--- config.mk ---
export PLATFORM = sky130hd
export DESIGN_NAME = tmw_ctrl
export DESIGN_NICKNAME = d
export VERILOG_FILES = /design/src/tmw_pkg.sv /design/src/tmw_ctrl.sv
export SDC_FILE = /design/constraint.sdc
export NUM_CORES = 1
export LEC_CHECK = 0
export BUFFER_PORTS_ARGS = -buffer_cell sky130_fd_sc_hd__buf_4
export CAP_MARGIN = 15
export CORE_AREA = 3 3 40 42
export DETAILED_ROUTE_END_ITERATION = 6
export DIE_AREA = 0 0 43 45
export REMOVE_ABC_BUFFERS = 1
export SLEW_MARGIN = 20
export SYNTH_ARGS = -nofsm -noshare
export SYNTH_HDL_FRONTEND = slang
export SYNTH_SLANG_ARGS = --single-unit
--- constraint.sdc ---
create_clock -name clk -period 1.15 [get_ports clk]
set_input_delay 0.345 -clock clk [delete_from_list [all_inputs] [get_ports clk]]
set_output_delay 0.345 -clock clk [all_outputs]
set_load 0.01 [all_outputs]
--- src/tmw_pkg.sv ---
// Shared types, constants and functions for index folding and entry building in the tilemap entry writer.
package tmw_pkg;

  // Fixed field widths.
  localparam int unsigned ENTRY_W   = 16;
  localparam int unsigned MAP_IDX_W = 12;
  localparam int unsigned SEL_W     = 5;

  // Opcodes.
  localparam logic OP_SRC = 1'b0;
  localparam logic OP_SEQ = 1'b1;

  // Palette selection codes; values above SEL_KEEP do a raw add.
  localparam logic [SEL_W-1:0] SEL_SET_MAX = 5'd15;
  localparam logic [SEL_W-1:0] SEL_KEEP    = 5'd16;

  // Screen sizes.
  localparam logic [1:0] SIZE_64X64 = 2'd3;

  // Commands from the controller to the datapath.
  typedef struct packed {
    logic load;    // latch the accepted item and its folded index
    logic mem_rd;  // read the old entry at the latched index
    logic commit;  // write the new entry and load the output register
  } tmw_cmd_t;

  // Wrap the cell coordinates to the map size and fold them into the
  // 32x32 screen-block layout.
  function automatic logic [MAP_IDX_W-1:0] fold_index(
    input logic [8:0] cell_x,
    input logic [8:0] cell_y,
    input logic [1:0] size
  );
    logic [5:0] xm;
    logic [6:0] ym;
    xm = cell_x[5:0];
    ym = {1'b0, cell_y[5:0]};
    if (!size[0]) begin
      xm[5] = 1'b0;
    end
    if (!size[1]) begin
      ym[5] = 1'b0;
    end
    // Lower half of a 64x64 map skips the two upper screen blocks.
    if (size == SIZE_64X64 && ym[5]) begin
      ym = ym + 7'd32;
    end
    // Right half of a wide map lives in the next screen block.
    if (size[0] && xm[5]) begin
      xm[5] = 1'b0;
      ym = ym + 7'd32;
    end
    return {ym, xm[4:0]};
  endfunction

  // Build the stored entry from a word, an offset and the palette controls.
  function automatic logic [ENTRY_W-1:0] build_entry(
    input logic [ENTRY_W-1:0] word,
    input logic [SEL_W-1:0]   sel,
    input logic [ENTRY_W-1:0] off,
    input logic [3:0]         padd,
    input logic [ENTRY_W-1:0] old
  );
    logic [ENTRY_W-1:0] w;
    logic [ENTRY_W-1:0] v;
    w = word + off;
    if (sel <= SEL_SET_MAX) begin
      v = {sel[3:0] + padd, w[11:0]};
    end else if (sel == SEL_KEEP) begin
      v = {old[15:12] + padd, old[11:10], w[9:0]};
    end else begin
      v = w + {padd, 12'd0};
    end
    return v;
  endfunction

endpackage

--- src/tmw_ctrl.sv ---
// Controller state machine that sequences accept, map read and commit of each item.
module tmw_ctrl
  import tmw_pkg::*;
(
  input  logic     clk,
  input  logic     rst_n,
  input  logic     in_valid,
  output logic     in_ready,
  output logic     out_valid,
  input  logic     out_ready,
  output tmw_cmd_t cmd
);

  localparam logic [1:0] ST_IDLE  = 2'd0;
  localparam logic [1:0] ST_READ  = 2'd1;
  localparam logic [1:0] ST_BUILD = 2'd2;

  logic [1:0] state_r;
  logic [1:0] state_nxt;
  logic       out_valid_r;
  logic       out_valid_nxt;
  logic       out_free;

  // The output register can take a new item when empty or being drained.
  assign out_free  = !out_valid_r || out_ready;
  assign in_ready  = (state_r == ST_IDLE);
  assign out_valid = out_valid_r;

  // Next state and commands.
  always_comb begin
    state_nxt  = state_r;
    cmd.load   = 1'b0;
    cmd.mem_rd = 1'b0;
    cmd.commit = 1'b0;
    case (state_r)
      ST_IDLE: begin
        if (in_valid) begin
          cmd.load  = 1'b1;
          state_nxt = ST_READ;
        end
      end
      ST_READ: begin
        cmd.mem_rd = 1'b1;
        state_nxt  = ST_BUILD;
      end
      ST_BUILD: begin
        if (out_free) begin
          cmd.commit = 1'b1;
          state_nxt  = ST_IDLE;
        end
      end
      default: begin
        state_nxt = ST_IDLE;
      end
    endcase
  end

  // Output valid flag follows commits and downstream accepts.
  always_comb begin
    out_valid_nxt = out_valid_r;
    if (out_valid_r && out_ready) begin
      out_valid_nxt = 1'b0;
    end
    if (cmd.commit) begin
      out_valid_nxt = 1'b1;
    end
  end

  always_ff @(posedge clk) begin
    if (!rst_n) begin
      state_r     <= ST_IDLE;
      out_valid_r <= 1'b0;
    end else begin
      state_r     <= state_nxt;
      out_valid_r <= out_valid_nxt;
    end
  end

endmodule

==> run_results.csv <==
group,metric,value,unit
sta,setup_violations,4,
routing,wl_met1,124,um
worst_setup_path,worstSetupEndpointType,"output port",
routing,antenna_left,0,
routing,drc,0,
floorplan,dieHeight,45,um
clocking,cts.sinks,3,
sta,period_share,1.12,
routing,dr_wl_met2,169,um
sta,slew_violations,0,
worst_setup_path,crit_path_max_incr_delay,0.36,ns
worst_setup_path,r2r_start,"state_r[1]$_SDFFE_PN0P_",
routing,highest_layer,"met4",
global_routing,grt_pass1_vias,161,
outcome,status,"finished with violations",
sta,rsz0062_at_grt,"yes",
global_routing,grt_max_degree,6,
layout,drive_above_1_share,0.720,
routing,wl_met3,56,um
clocking,clk_latency,0.23,ns
layout,num-nets-final,30,
global_routing,overflow,0,
worst_setup_path,path_buf_inv,1,
min_path,holdPathStages,2,
sta,clock_skew,0.00202,ns
clocking,cts-root-buf,"clkbuf_4",
worst_setup_path,worst-path-max-fanout,5,
pwr,p_sw_frac,0.230,
pwr,power.leakage,0.118,nW
synthesis,yosys_warnings,0,
worst_setup_path,crit_slowest_cell,"dfxtp_4",
sta,fmax,777,MHz
worst_setup_path,crit_type,"flip-flop to output port",
clocking,htreeDepth,1,
sta,maxSlewHeadroom,0.893,
synthesis,synth.avg_cell_area,10.5,um2
clocking,clockBufferDepth,2,
routing,finalWirelength,371,um
layout,area_growth_syn_to_layout,87.2,%
routing,vias_per_cell,3.63,
synthesis,synth-seq-cells,3,
clocking,cts_buffers,3,
synthesis,netlist_instances,14,
routing,drt_iter0_drc,0,
pwr,irDropWorstVdd,0.273,mV
worst_setup_path,critPathArrivalTime,0.94,ns
placed_design,placed_area,218,um2
worst_setup_path,crit_path_cell_trace,"and2b_4, buf_6",
layout,fin_area,274,um2
global_routing,grt_pass1_wl,579,um
flow_run,maxCapViolCount,0,
worst_setup_path,r2r_slack,0.29,ns
clocking,postCtsSetupBuffers,0,
worst_setup_path,cp.required,0.81,ns
pwr,powerDensity,1320,mW/mm2
layout,fillers,144,
min_path,min_from,"rst_n",
routing,wire_per_inst,9.28,um
routing,vias,145,
sta,finalSetupTns,-0.385,ns
layout,post-route-util,0.213,
synthesis,netlist_area,146,um2
clocking,clk_pin_slew,0.04,ns
global_routing,antenna_found_initial,0,
min_path,whs_endpoint,"state_r[1]$_SDFFE_PN0P_",
pwr,p_sw,0.0000830,W
sta,whs,0.329,ns
floorplan,io_pins,9,
global_routing,grt_util_all_layers,0.0491,
floorplan,dieArea,0.00194,mm2
pwr,p_int,0.000278,W
sta,finalHoldViolations,0,
sta,period_needed,1.29,ns
worst_setup_path,crit_family,"flip-flops",
layout,stdcell_count,40,
routing,dr.pass1.iters,1,
pwr,pwr-share-seq,0.323,
clocking,cts_tree,"done",
floorplan,start_util,0.114,
worst_setup_path,r2r_end,"state_r[1]$_SDFFE_PN0P_",
sta,setup_ws,-0.137,ns
synthesis,synthDistinctLibCells,11,
placed_design,portBuffers,8,
worst_setup_path,start_kind,"flip-flop",
min_path,holdCritPathClass,"input pin to flip-flop",
floorplan,rows,13,
placed_design,dpl.cell_count,36,
floorplan,core,0.00128,mm2
layout,antennaDiodeCount,0,
pwr,p_clk_frac,0.521,
sta,worstMarginPinSlew,0.158,ns
synthesis,synth.yosys.seq_area_share,0.410,
worst_setup_path,reg2reg_depth,2,
pwr,combinationalPowerShare,0.156,
outcome,failed_checks,"negative setup slack",
floorplan,die_w,43,um
placed_design,gp_congestion,0.654,
-- stage by stage --
step,setup slack (ns),power [W]
6_report,-0.137,0.000361
3_5_place_dp,-0.0506,0.000165
2_1_floorplan,0.146,0.000137
3_3_place_gp,-0.0394,0.000164
5_1_grt,-0.177,0.000384
4_1_cts,-0.143,0.000365
-- flip-flops by register name (all words and copies together), names as in the netlist --
name       cells
out_valid      1
state_r        2
-- power groups by stage --
stage          clock [W]  sequential (W)  combinational, W
5_1_grt         0.000206        0.000118         0.0000603
3_3_place_gp           0        0.000117         0.0000474
2_1_floorplan          0        0.000116         0.0000213
4_1_cts         0.000198        0.000115         0.0000519
3_5_place_dp           0        0.000117         0.0000482
6_report        0.000188        0.000116         0.0000563
-- cell families (layout without fill, tap and decap cells) --
logic type	Yosys count	count (layout)	synth area share
DFF	3	3	0.410
AOI/OAI and AO/OA	2	2	0.103
and+or+nand+nor	8	8	0.436
buffers and inverters	1	12	0.0513
-- layer usage --
| layer | up-vias | GRT usage |
|---|---|---|
| met3 | 4 | 0.0359 |
| met2 | 8 | 0.0689 |
| met1 | 64 | 0.0361 |
| met4 | 0 | 0.0723 |
| li1 | 69 | - |
| met5 | - | 0 |
-- cell type report --
| cell class | instances | area [um2] | share of cell area |
|---|---|---|---|
| timing repair buffer | 8 | 67.6 | 0.247 |
| clock buffer | 4 | 26.3 | 0.0959 |
| multi-input combinational | 10 | 95.1 | 0.347 |
| sequential | 3 | 66.3 | 0.242 |
| tap | 15 | 18.8 | 0.0685 |
-- worst reg2reg max path: cells and delay by family (launching register included) --
family | cells | cell delay [ns]
AOI/OAI and AO/OA | 1 | 0.17
DFF | 1 | 0.38
and+or+nand+nor | 1 | 0.20
-- cell usage after synthesis --
master    instances  area share
and2b_4           1       0.068
nor2b_1           1       0.043
and2_1            1       0.043
o21a_1            1       0.051
nor3b_2           1       0.085
buf_4             1       0.051
a21boi_0          1       0.051
dfxtp_1           3        0.41
and4bb_1          1       0.085
nand2b_1          2       0.085
nor2_1            1       0.026
-- cell usage in the layout (no fill, tap or decap), drive strengths merged --
cell	n
and2b	1
buf	8
o21a	1
nor2b	1
a21boi	1
nand2b	2
clkbuf	4
and4bb	1
dfxtp	3
and2	1
nor2	1
nor3b	1
-- worst max path at each step --
stage	slack, ns	startpoint	endpoint	cells past startpoint
2_1_floorplan	0.15	state_r[0]$_SDFFE_PN0P_	cmd[0]	2
3_3_place_gp	-0.04	out_ready	cmd[0]	4
3_5_place_dp	-0.05	out_ready	cmd[0]	4
4_1_cts	-0.14	state_r[0]$_SDFFE_PN0P_	cmd[0]	3
5_1_grt	-0.18	state_r[0]$_SDFFE_PN0P_	cmd[0]	3
6_report	-0.14	state_r[1]$_SDFFE_PN0P_	cmd[1]	2
-- what timing repair did --
action	in CTS	in global routing
gates resized for setup	5	4
endpoints found under the hold margin	0	0
hold buffers	0	0
endpoints found under the setup margin	4	4
pin swaps	2	1
No activity file was read; power rests on OpenSTA's default activity.
